--- src/hw/rtl/mmp_pkg.sv ---
// Shared types, constants and helpers for the MIDI message parser.
// Used by mmp_front, mmp_back, the top level and the checker; depends on nothing.
package mmp_pkg;

  localparam int unsigned MaxData  = 8;
  localparam int unsigned NumBytes = 8;
  localparam int unsigned CntW     = 4;
  localparam int unsigned IdxW     = $clog2(NumBytes);

  localparam logic [7:0] StNone     = 8'h00;
  localparam logic [7:0] StSysex    = 8'hF0;
  localparam logic [7:0] StMtc      = 8'hF1;
  localparam logic [7:0] StSongPos  = 8'hF2;
  localparam logic [7:0] StSongSel  = 8'hF3;
  localparam logic [7:0] StUndefF4  = 8'hF4;
  localparam logic [7:0] StUndefF5  = 8'hF5;
  localparam logic [7:0] StTuneReq  = 8'hF6;
  localparam logic [7:0] StEox      = 8'hF7;
  localparam logic [7:0] RtUndefF9  = 8'hF9;
  localparam logic [7:0] RtUndefFd  = 8'hFD;

  typedef enum logic [2:0] {
    CmdData  = 3'd0,
    CmdEmit  = 3'd1,
    CmdZero  = 3'd2,
    CmdEox   = 3'd3,
    CmdUndef = 3'd4,
    CmdStart = 3'd5
  } cmd_kind_e;

  typedef logic [6:0] data_byte_t;

  typedef struct packed {
    cmd_kind_e       kind;
    logic [7:0]      value;
    logic [CntW-1:0] need;
    logic            set_rs;
  } cmd_t;

  typedef struct packed {
    logic [7:0]                 status;
    logic [CntW-1:0]            count;
    data_byte_t [NumBytes-1:0]  bytes;
  } result_t;

  function automatic logic [CntW-1:0] voice_need(input logic [7:0] s);
    logic one;
    one = (s[7:4] == 4'hC) || (s[7:4] == 4'hD);
    return one ? CntW'(1) : CntW'(2);
  endfunction

endpackage

--- src/hw/rtl/midi_message_parser.sv ---
// Top level of the MIDI message parser: front classifier, command queue, back parser.
// Depends on mmp_pkg, mmp_front and mmp_back.
//
//   channel   handshake      payload
//   input     push / full    rx_byte_i
//   result    pop / empty    msg_status_o, data_count_o, byte_0_o .. byte_7_o
//
// One word per cycle while full is low; the parser state updates as each command is taken.
// A word is registered in the command queue, then its result in the result queue, from which it can be popped.
// Reset empties both two-entry queues and clears running status and message state.
// A stalled result side fills the result queue, then the command queue, then raises full.
module midi_message_parser import mmp_pkg::*; (
  input  logic       clk_i,
  input  logic       rst_ni,
  input  logic       push,
  input  logic [7:0] rx_byte_i,
  output logic       full,
  output logic       empty,
  input  logic       pop,
  output logic [7:0] msg_status_o,
  output logic [3:0] data_count_o,
  output logic [6:0] byte_0_o,
  output logic [6:0] byte_1_o,
  output logic [6:0] byte_2_o,
  output logic [6:0] byte_3_o,
  output logic [6:0] byte_4_o,
  output logic [6:0] byte_5_o,
  output logic [6:0] byte_6_o,
  output logic [6:0] byte_7_o
);

  cmd_t    cmd;
  logic    cmd_valid;
  logic    cmd_pop;
  result_t res;

  mmp_front u_front (
    .clk_i       (clk_i),
    .rst_ni      (rst_ni),
    .push_i      (push),
    .rx_byte_i   (rx_byte_i),
    .full_o      (full),
    .cmd_o       (cmd),
    .cmd_valid_o (cmd_valid),
    .cmd_pop_i   (cmd_pop)
  );

  mmp_back u_back (
    .clk_i       (clk_i),
    .rst_ni      (rst_ni),
    .cmd_i       (cmd),
    .cmd_valid_i (cmd_valid),
    .cmd_pop_o   (cmd_pop),
    .pop_i       (pop),
    .empty_o     (empty),
    .res_o       (res)
  );

  assign msg_status_o = res.status;
  assign data_count_o = res.count;
  assign byte_0_o     = res.bytes[0];
  assign byte_1_o     = res.bytes[1];
  assign byte_2_o     = res.bytes[2];
  assign byte_3_o     = res.bytes[3];
  assign byte_4_o     = res.bytes[4];
  assign byte_5_o     = res.bytes[5];
  assign byte_6_o     = res.bytes[6];
  assign byte_7_o     = res.bytes[7];

endmodule

--- src/hw/rtl/mmp_front.sv ---
// Front end: accepts received words, classifies them and queues parser commands.
// Depends on mmp_pkg.
module mmp_front import mmp_pkg::*; (
  input  logic       clk_i,
  input  logic       rst_ni,
  input  logic       push_i,
  input  logic [7:0] rx_byte_i,
  output logic       full_o,
  output cmd_t       cmd_o,
  output logic       cmd_valid_o,
  input  logic       cmd_pop_i
);

  cmd_t       cmd_d;
  logic       keep;
  logic       wr_en;
  cmd_t       cmd_q [2];
  logic       wr_q, rd_q;
  logic [1:0] cnt_q, cnt_d;

  always_comb begin
    cmd_d.kind   = CmdData;
    cmd_d.value  = rx_byte_i;
    cmd_d.need   = '0;
    cmd_d.set_rs = 1'b0;
    keep         = 1'b1;
    if (!rx_byte_i[7]) begin
      cmd_d.kind = CmdData;
    end else if (rx_byte_i[7:3] == 5'b11111) begin
      cmd_d.kind = CmdEmit;
      keep = (rx_byte_i != RtUndefF9) && (rx_byte_i != RtUndefFd);
    end else if (rx_byte_i[7:4] == 4'hF) begin
      unique case (rx_byte_i)
        StEox: cmd_d.kind = CmdEox;
        StUndefF4, StUndefF5: cmd_d.kind = CmdUndef;
        StTuneReq: cmd_d.kind = CmdZero;
        StSysex: begin
          cmd_d.kind = CmdStart;
          cmd_d.need = CntW'(MaxData);
        end
        StMtc, StSongSel: begin
          cmd_d.kind = CmdStart;
          cmd_d.need = CntW'(1);
        end
        StSongPos: begin
          cmd_d.kind = CmdStart;
          cmd_d.need = CntW'(2);
        end
        default: cmd_d.kind = CmdUndef;
      endcase
    end else begin
      cmd_d.kind   = CmdStart;
      cmd_d.need   = voice_need(rx_byte_i);
      cmd_d.set_rs = 1'b1;
    end
  end

  assign full_o      = (cnt_q == 2'd2);
  assign wr_en       = push_i && !full_o && keep;
  assign cmd_valid_o = (cnt_q != 2'd0);
  assign cmd_o       = cmd_q[rd_q];
  assign cnt_d       = cnt_q + {1'b0, wr_en} - {1'b0, cmd_pop_i};

  always_ff @(posedge clk_i or negedge rst_ni) begin
    if (!rst_ni) begin
      wr_q  <= 1'b0;
      rd_q  <= 1'b0;
      cnt_q <= 2'd0;
    end else begin
      if (wr_en) wr_q <= ~wr_q;
      if (cmd_pop_i) rd_q <= ~rd_q;
      cnt_q <= cnt_d;
    end
  end

  always_ff @(posedge clk_i) begin
    if (wr_en) cmd_q[wr_q] <= cmd_d;
  end

endmodule

--- src/hw/rtl/mmp_back.sv ---
// Back end: runs the running-status parser on queued commands and queues results.
// Depends on mmp_pkg.
module mmp_back import mmp_pkg::*; (
  input  logic    clk_i,
  input  logic    rst_ni,
  input  cmd_t    cmd_i,
  input  logic    cmd_valid_i,
  output logic    cmd_pop_o,
  input  logic    pop_i,
  output logic    empty_o,
  output result_t res_o
);

  logic [7:0]                rs_q, rs_d, cs_q, cs_d, cs_e;
  logic [CntW-1:0]           rem_q, rem_d, rem_e, exp_q, exp_d, exp_e;
  data_byte_t [NumBytes-1:0] buf_q, buf_d;
  logic [IdxW-1:0]           idx;
  logic                      take;
  logic                      emit;
  logic [7:0]                emit_status;
  logic [CntW-1:0]           emit_count;
  result_t                   res_d;
  result_t                   res_q [2];
  logic                      rwr_q, rrd_q;
  logic [1:0]                rcnt_q;
  logic                      room, go, res_push, res_pop;

  assign empty_o   = (rcnt_q == 2'd0);
  assign res_pop   = pop_i && !empty_o;
  assign room      = (rcnt_q != 2'd2) || res_pop;
  assign go        = cmd_valid_i && room;
  assign cmd_pop_o = go;
  assign res_push  = go && emit;
  assign res_o     = res_q[rrd_q];

  always_comb begin
    rs_d        = rs_q;
    cs_d        = cs_q;
    rem_d       = rem_q;
    exp_d       = exp_q;
    buf_d       = buf_q;
    cs_e        = cs_q;
    rem_e       = rem_q;
    exp_e       = exp_q;
    idx         = '0;
    take        = 1'b0;
    emit        = 1'b0;
    emit_status = cmd_i.value;
    emit_count  = '0;
    unique case (cmd_i.kind)
      CmdEmit: emit = 1'b1;
      CmdZero: begin
        rs_d  = StNone;
        cs_d  = cmd_i.value;
        rem_d = '0;
        exp_d = '0;
        emit  = 1'b1;
      end
      CmdEox: begin
        rs_d = StNone;
        if (cs_q == StSysex) begin
          emit        = 1'b1;
          emit_status = StSysex;
          emit_count  = exp_q - rem_q;
        end
        cs_d  = StNone;
        rem_d = '0;
        exp_d = '0;
      end
      CmdUndef: begin
        rs_d  = StNone;
        cs_d  = StNone;
        rem_d = '0;
        exp_d = '0;
      end
      CmdStart: begin
        rs_d  = cmd_i.set_rs ? cmd_i.value : StNone;
        cs_d  = cmd_i.value;
        rem_d = cmd_i.need;
        exp_d = cmd_i.need;
      end
      CmdData: begin
        take = 1'b1;
        if (rem_q == '0) begin
          if (cs_q == StSysex) begin
            take = 1'b0;
          end else if (rs_q == StNone) begin
            take  = 1'b0;
            cs_d  = StNone;
            rem_d = '0;
            exp_d = '0;
          end else begin
            cs_e  = rs_q;
            rem_e = voice_need(rs_q);
            exp_e = voice_need(rs_q);
          end
        end
        if (take) begin
          idx        = IdxW'(exp_e - rem_e);
          buf_d[idx] = cmd_i.value[6:0];
          rem_d      = rem_e - CntW'(1);
          cs_d       = cs_e;
          exp_d      = exp_e;
          if ((rem_d == '0) && (cs_e != StSysex)) begin
            emit        = 1'b1;
            emit_status = cs_e;
            emit_count  = exp_e;
          end
        end
      end
      default: ;
    endcase
  end

  always_comb begin
    res_d.status = emit_status;
    res_d.count  = emit_count;
    for (int k = 0; k < NumBytes; k++) begin
      res_d.bytes[k] = (CntW'(k) < emit_count) ? buf_d[k] : '0;
    end
  end

  always_ff @(posedge clk_i or negedge rst_ni) begin
    if (!rst_ni) begin
      rs_q   <= StNone;
      cs_q   <= StNone;
      rem_q  <= '0;
      exp_q  <= '0;
      buf_q  <= '0;
      rwr_q  <= 1'b0;
      rrd_q  <= 1'b0;
      rcnt_q <= 2'd0;
    end else begin
      if (go) begin
        rs_q  <= rs_d;
        cs_q  <= cs_d;
        rem_q <= rem_d;
        exp_q <= exp_d;
        buf_q <= buf_d;
      end
      if (res_push) rwr_q <= ~rwr_q;
      if (res_pop) rrd_q <= ~rrd_q;
      rcnt_q <= rcnt_q + {1'b0, res_push} - {1'b0, res_pop};
    end
  end

  always_ff @(posedge clk_i) begin
    if (res_push) res_q[rwr_q] <= res_d;
  end

endmodule

--- config.mk ---
export PLATFORM = sky130hd
export DESIGN_NAME = midi_message_parser
export DESIGN_NICKNAME = d
export VERILOG_FILES = /design/src/hw/rtl/mmp_pkg.sv /design/src/hw/rtl/midi_message_parser.sv /design/src/hw/rtl/mmp_front.sv /design/src/hw/rtl/mmp_back.sv
export SDC_FILE = /design/constraint.sdc
export NUM_CORES = 1
export LEC_CHECK = 0
export BUFFER_PORTS_ARGS = -buffer_cell sky130_fd_sc_hd__buf_2
export CORE_ASPECT_RATIO = 1.4
export CORE_MARGIN = 10
export CORE_UTILIZATION = 50
export DETAILED_ROUTE_END_ITERATION = 8
export PLACE_DENSITY = 0.68
export SLEW_MARGIN = 40
export SYNTH_ARGS = -nofsm -noshare
export SYNTH_HDL_FRONTEND = slang
export SYNTH_SLANG_ARGS = --single-unit
--- constraint.sdc ---
create_clock -name clk_i -period 8.9 [get_ports clk_i]
set_clock_uncertainty 0.15 [all_clocks]
set_input_delay 0.89 -clock clk_i [delete_from_list [all_inputs] [get_ports clk_i]]
set_output_delay 0.89 -clock clk_i [all_outputs]
set_load 0.05 [all_outputs]
; ---- Yosys cells after proc, flatten, opt, wreduce, memory -nomap -nowiden
; Memories as Yosys holds them, arrays and structs flattened.
; Cells that the tools add are included.
[classes]
eq_ne = 26
add_sub_neg = 7
reduce_logical = 31
n_lt_le_gt_ge = 10
n_bitwise = 4
n_mux = 72
[op_table]
columns = op, n
row1 = $mux 56, 2
row2 = $mux 8, 12
row3 = $mux 4, 17
row4 = $mux 7, 9
row5 = $bwmux 56, 1
row6 = $eq 8x8->1 const B, 7
row7 = $pmux 4 s3, 3
row8 = $pmux 8 s2, 2
row9 = $ne 8x8->1 const B, 3
row10 = $pmux 8 s3, 1
row11 = $demux 7 s3, 1
row12 = $eq 4x4->1 const B, 5
row13 = $lt 3x4->1 const A, 4
row14 = $mux 1, 14
row15 = $mux 5, 2
row16 = $reduce_and 5->1, 2
row17 = $mux 3, 3
row18 = $pmux 3 s3, 1
row19 = $logic_and 1x1->1, 8
row20 = $logic_not 4->1, 2
row21 = $logic_not 8->1, 1
row22 = $lt 1x4->1 const A, 2
row23 = $lt 2x4->1 const A, 2
row24 = $pmux 4 s2, 1
row25 = other kinds (28), 45
[totals]
wordCells = 170
register_bits = 88
ramBits = 168
n_memories = 2
[mem_list]
columns = memory, words, word_bits, rd, rd_clocked_by_memory_dff, wr, line
row1 = u_back.res_q, 2, 68, 1, 0, 1, mmp_back.sv:23  ; result_t res_q [2];
row2 = u_front.cmd_q, 2, 16, 1, 0, 1, mmp_front.sv:17  ; cmd_t cmd_q [2];

; ---- Logic depth before layout (Yosys ltp)
[logic_depth]
depth_word = 16
ltp_mapped = 16

; ---- By module
; A second synthesis with hierarchy kept.
[unflattened]
cells_unflattened = 858
hier_area_um2 = 11716.2
[modules_own_cells]
columns = mod, n_inst, cells_per_inst, area_per_inst_um2
row1 = mmp_back, 1, 770, 10274.9
row2 = mmp_front, 1, 88, 1441.4

; ---- Worst setup path before layout
; OpenSTA, ideal clock, no wires.
[synth_timing]
kind = reg-to-reg
start = reg u_back.rem_q[0]
end = mem u_back.res_q[0][0] in the netlist's numbering (enable)
setup_time_ns = 0.495
t_arrival_ns = 5.811
n_path_buf = 2
slack_ns = 2.445
stages_incl_launch_ff = 13
period_less_slack_ns = 6.455
path_cell_list = dfrtp_1 > or4_1 > buf_2 > a21o_1 > buf_2 > or4_4 > nor2b_1 > ha_1 > xnor2_1 > o2111ai_1 > a21oi_4 > o221ai_1 > nor2_1
[synth_between]
elab_chain_len = 13
word_cells_on_any_way = 19
classes_between = add/sub: 1 / eq/ne: 1 / mux: 13 / reduce/logical: 4
[synth_rtl]
columns = element, line
row1 = from (decl), mmp_back.sv:15  ; logic [CntW-1:0] rem_q, rem_d, rem_e, exp_q, exp_d, exp_e;
row2 = from (signal assigned), mmp_back.sv:137  ; rem_q <= rem_d;
row3 = $mux 4, mmp_back.sv:87  ; end else if (rs_q == StNone) begin
row4 = $mux 4, mmp_back.sv:85  ; if (cs_q == StSysex) begin
row5 = $mux 4, mmp_back.sv:84  ; if (rem_q == '0) begin
row6 = $mux 4, mmp_back.sv:50  ; unique case (cmd_i.kind)
row7 = $sub 4x1->4, mmp_back.sv:101  ; rem_d = rem_e - CntW'(1);
row8 = $logic_not 4->1, mmp_back.sv:104  ; if ((rem_d == '0) && (cs_e != StSysex)) begin
row9 = $logic_and 1x1->1, mmp_back.sv:104
row10 = $mux 1, mmp_back.sv:104
row11 = $mux 1 *, mmp_back.sv:98  ; if (take) begin
row12 = $pmux 1 s3 *, mmp_back.sv:50
row13 = $logic_and 1x1->1 *, mmp_back.sv:33  ; assign res_push = go && emit;
row14 = $mux 1 *, mmp_back.sv:148  ; if (res_push) res_q[rwr_q] <= res_d;
row15 = $mux 1 (implied by the code) *, mmp_back.sv:148
row16 = to (decl), mmp_back.sv:23
; Mark *: on every way between the ends. The rest lies on a longest branch, timed or not. The select of a mux whose other input is x is not followed.

==> impl_metrics.json <==
{
  "status": "finished, final reports clean",
  "syn_area_per_cell_um2": 12.71,
  "cp.required_ns": 9.04,
  "synth-xor-area-share_pct": 1.210,
  "ir_worst_vdd_uv": 362.6,
  "postSynth.asyncResetShare_pct": 34.65,
  "dpl.hpwl_um": 18220,
  "fin_ws_ns": 3.880,
  "final_common_cell": "edfxtp_1",
  "synth_cells": 903,
  "die_w_um": 148.1,
  "root_buffer": "clkbuf_16",
  "rows": 65,
  "cp_data_arrival_time_ns": 5.16,
  "area.growth.synth_to_final_pct": 14.54,
  "hold_slack_ns": 0.2340,
  "overflow": 0,
  "worst_slew_pin_slew_ns": 0.8151,
  "reg2reg_depth": 11,
  "viasPerCell": 5.672,
  "vias": 7374,
  "cts_tree": "built",
  "die_area_mm2": 0.02950,
  "criticalPathCategory": "flop to flop",
  "top_layer": "met4",
  "yosys.area_share.simple_pct": 8.611,
  "synth-edff-count": 166,
  "drt_pass1_iterations": 4,
  "syn_area_mm2": 0.01148,
  "cts_setup_buffers": 0,
  "grt_antenna_before_repair": 0,
  "drive_gt1_share_pct": 24.92,
  "wl_met1_um": 10820,
  "gp_congestion": 0.9110,
  "cts_buffers": 25,
  "numClockSinks": 254,
  "slew_headroom_pct": 45.66,
  "yosysUniqueCellTypes": 56,
  "setup_viol": 0,
  "dr_wl_met3_um": 1098,
  "path_clk_slew_ns": 0.06,
  "syn_nets": 927,
  "n_fill_cell": 1976,
  "final_cell_mix": "edfxtp_1, dfrtp_1, buf_2",
  "yosys_warnings": 0,
  "ys_seq_area_share_pct": 62.61,
  "synth_compound_area_share_pct": 11.63,
  "place_area_mm2": 0.01226,
  "timing.final.crit_share_pct": 56.40,
  "io_pins": 82,
  "routed_wl_um": 26560,
  "fp.dieH_um": 199.3,
  "max_stage_delay_ns": 0.69,
  "synth_area_leader_cell": "edfxtp_1",
  "io_buffer_count": 81,
  "nets": 1005,
  "drc": 0,
  "timing.max_cap.violations": 0,
  "h-tree-depth": 1,
  "crit_chain": "or4_1 -> a21o_1 -> or4_4 -> nor2b_1 -> inv_1 -> ha_1 -> fa_1 -> nor4_1 -> and2_0 -> nor2_1 -> a211oi_1",
  "crit_slowest_cell": "or4_1",
  "antenna_cells": 0,
  "power.static_leakage_nw": 5.082,
  "wl_met2_um": 14100,
  "ys_ff_latch": 254,
  "synth_top_area_share_pct": 43.43,
  "cts_hold_buf": 0,
  "grt.total_usage_pct": 18.18,
  "synth_mux_area_share_pct": 12.02,
  "core-area_mm2": 0.02261,
  "grt_max_degree": 69,
  "grt_pass1_vias": 7625,
  "maxClockFrequency_mhz": 199.2,
  "cts_resized": 0,
  "synth_ff_type": "edfxtp_1",
  "initial_core_util_pct": 50.77,
  "setup_tns_ns": 0,
  "p_per_area_mw_per_mm2": 403.5,
  "final_hold_viol_count": 0,
  "antenna_left": 0,
  "grt_pass1_wl_um": 42770,
  "min_period_ns": 5.020,
  "cts_buffer_depth": 3,
  "drt-initial-drc-count": 509,
  "clock_latency_ns": 0.51,
  "synth_top_family_by_area": "multiplexers",
  "slew_viol_final": 0,
  "design_area_mm2": 0.01315,
  "synth_area_leaders": "edfxtp_1, dfrtp_1, mux2_2",
  "wl_per_cell_um": 20.43,
  "crit_fanout": 14,
  "worstSetupEndpointType": "flop",
  "fin_cells": 1300,
  "dp_cells": 1255,
  "dp_slack_ns": 3.861,
  "startpoint_type": "flop",
  "rsz0062_at_grt": "no",
  "synth_adder_area_share_pct": 1.439,
  "hold_class": "input port to async pin"
}
-- through the flow --
| step | utilization (%) | total power [mW] |
|---|---|---|
| final | 58.15 | 5.305 |
| after CTS | 58.01 | 5.329 |
| after detailed placement | 54.23 | 4.232 |
| after global placement | 54.09 | 4.190 |
| after floorplan | - | 3.575 |
| after global routing | 58.15 | 5.612 |
-- report_power, final --
| group | switching [mW] | internal [mW] |
|---|---|---|
| combinational | 1.67 | 0.708 |
| clock | 0.432 | 0.657 |
| sequential | 0.178 | 1.66 |
-- worst paths after layout --
check | slack (ns) | from | to
max in group asynchronous | 7.31 | rst_ni | u_back.rrd_q
min reg2reg | 0.33 | u_back.buf_q[14] | u_back.buf_q[14]
max reg2reg | 3.88 | u_back.rem_q[0] | u_back.res_q[0][52]
min in group clk_i | 0.33 | u_back.buf_q[14] | u_back.buf_q[14]
max | 3.88 | u_back.rem_q[0] | u_back.res_q[0][52]
min | 0.23 | rst_ni | u_back.buf_q[5]
-- area by class of cell --
class,count,area [um^2],area share [%]
repair buffers,100,558.0,4.244
well taps,301,376.6,2.864
clock inverters,16,183.9,1.399
clock buffers,29,671.9,5.110
flip-flops and latches,254,7188,54.67
inverters,19,71.32,0.5424
multi-input cells,581,4098,31.17
-- synth_stat cells, drive strengths merged, types with 11 or more instances --
library cell / instances
nor3: 20
clkbuf: 26
edfxtp: 166
nand3: 11
inv: 18
buf: 23
a211oi: 36
a22o: 11
nand2: 78
mux2i: 49
mux2: 79
a21oi: 48
nor2: 74
dfrtp: 88
o21ai: 73
-- critical path: cells and delay by family (launching register included) --
family                   cells  cell delay (ns)
AND/OR/NAND/NOR              6             2.76
adder cells (fa/ha/maj)      2             0.65
buffers and inverters        1             0.09
flip-flops                   1             0.43
AO/OA/AOI/OAI                2             0.72
-- flip-flops by register name (all words and copies together) (netlist names) --
name	flops
u_front.rd_q	1
u_back.cs_q	8
u_back.res_q	136
u_back.rwr_q	1
u_back.buf_q	56
u_back.exp_q	4
u_front.cnt_q	2
u_front.cmd_q	30
u_front.wr_q	1
u_back.rrd_q	1
u_back.rem_q	4
u_back.rcnt_q	2
u_back.rs_q	8
-- metal layers --
metal  up-vias  GRT usage (%)
li1       3523              -
met1      3673          21.90
met2       132          33.12
met3        46          2.603
met4         0          4.893
met5         -              0
-- cells by family (layout without fill, tap and decap cells) --
kind of cell | after synthesis | in the layout
multiplexers | 128 | 128
buffers and inverters | 68 | 164
AND/OR/NAND/NOR | 219 | 219
AO/OA/AOI/OAI | 207 | 207
adder cells (fa/ha/maj) | 12 | 12
flip-flops | 254 | 254
XOR/XNOR | 15 | 15
Note: power is estimated with default switching activity, not from simulation.
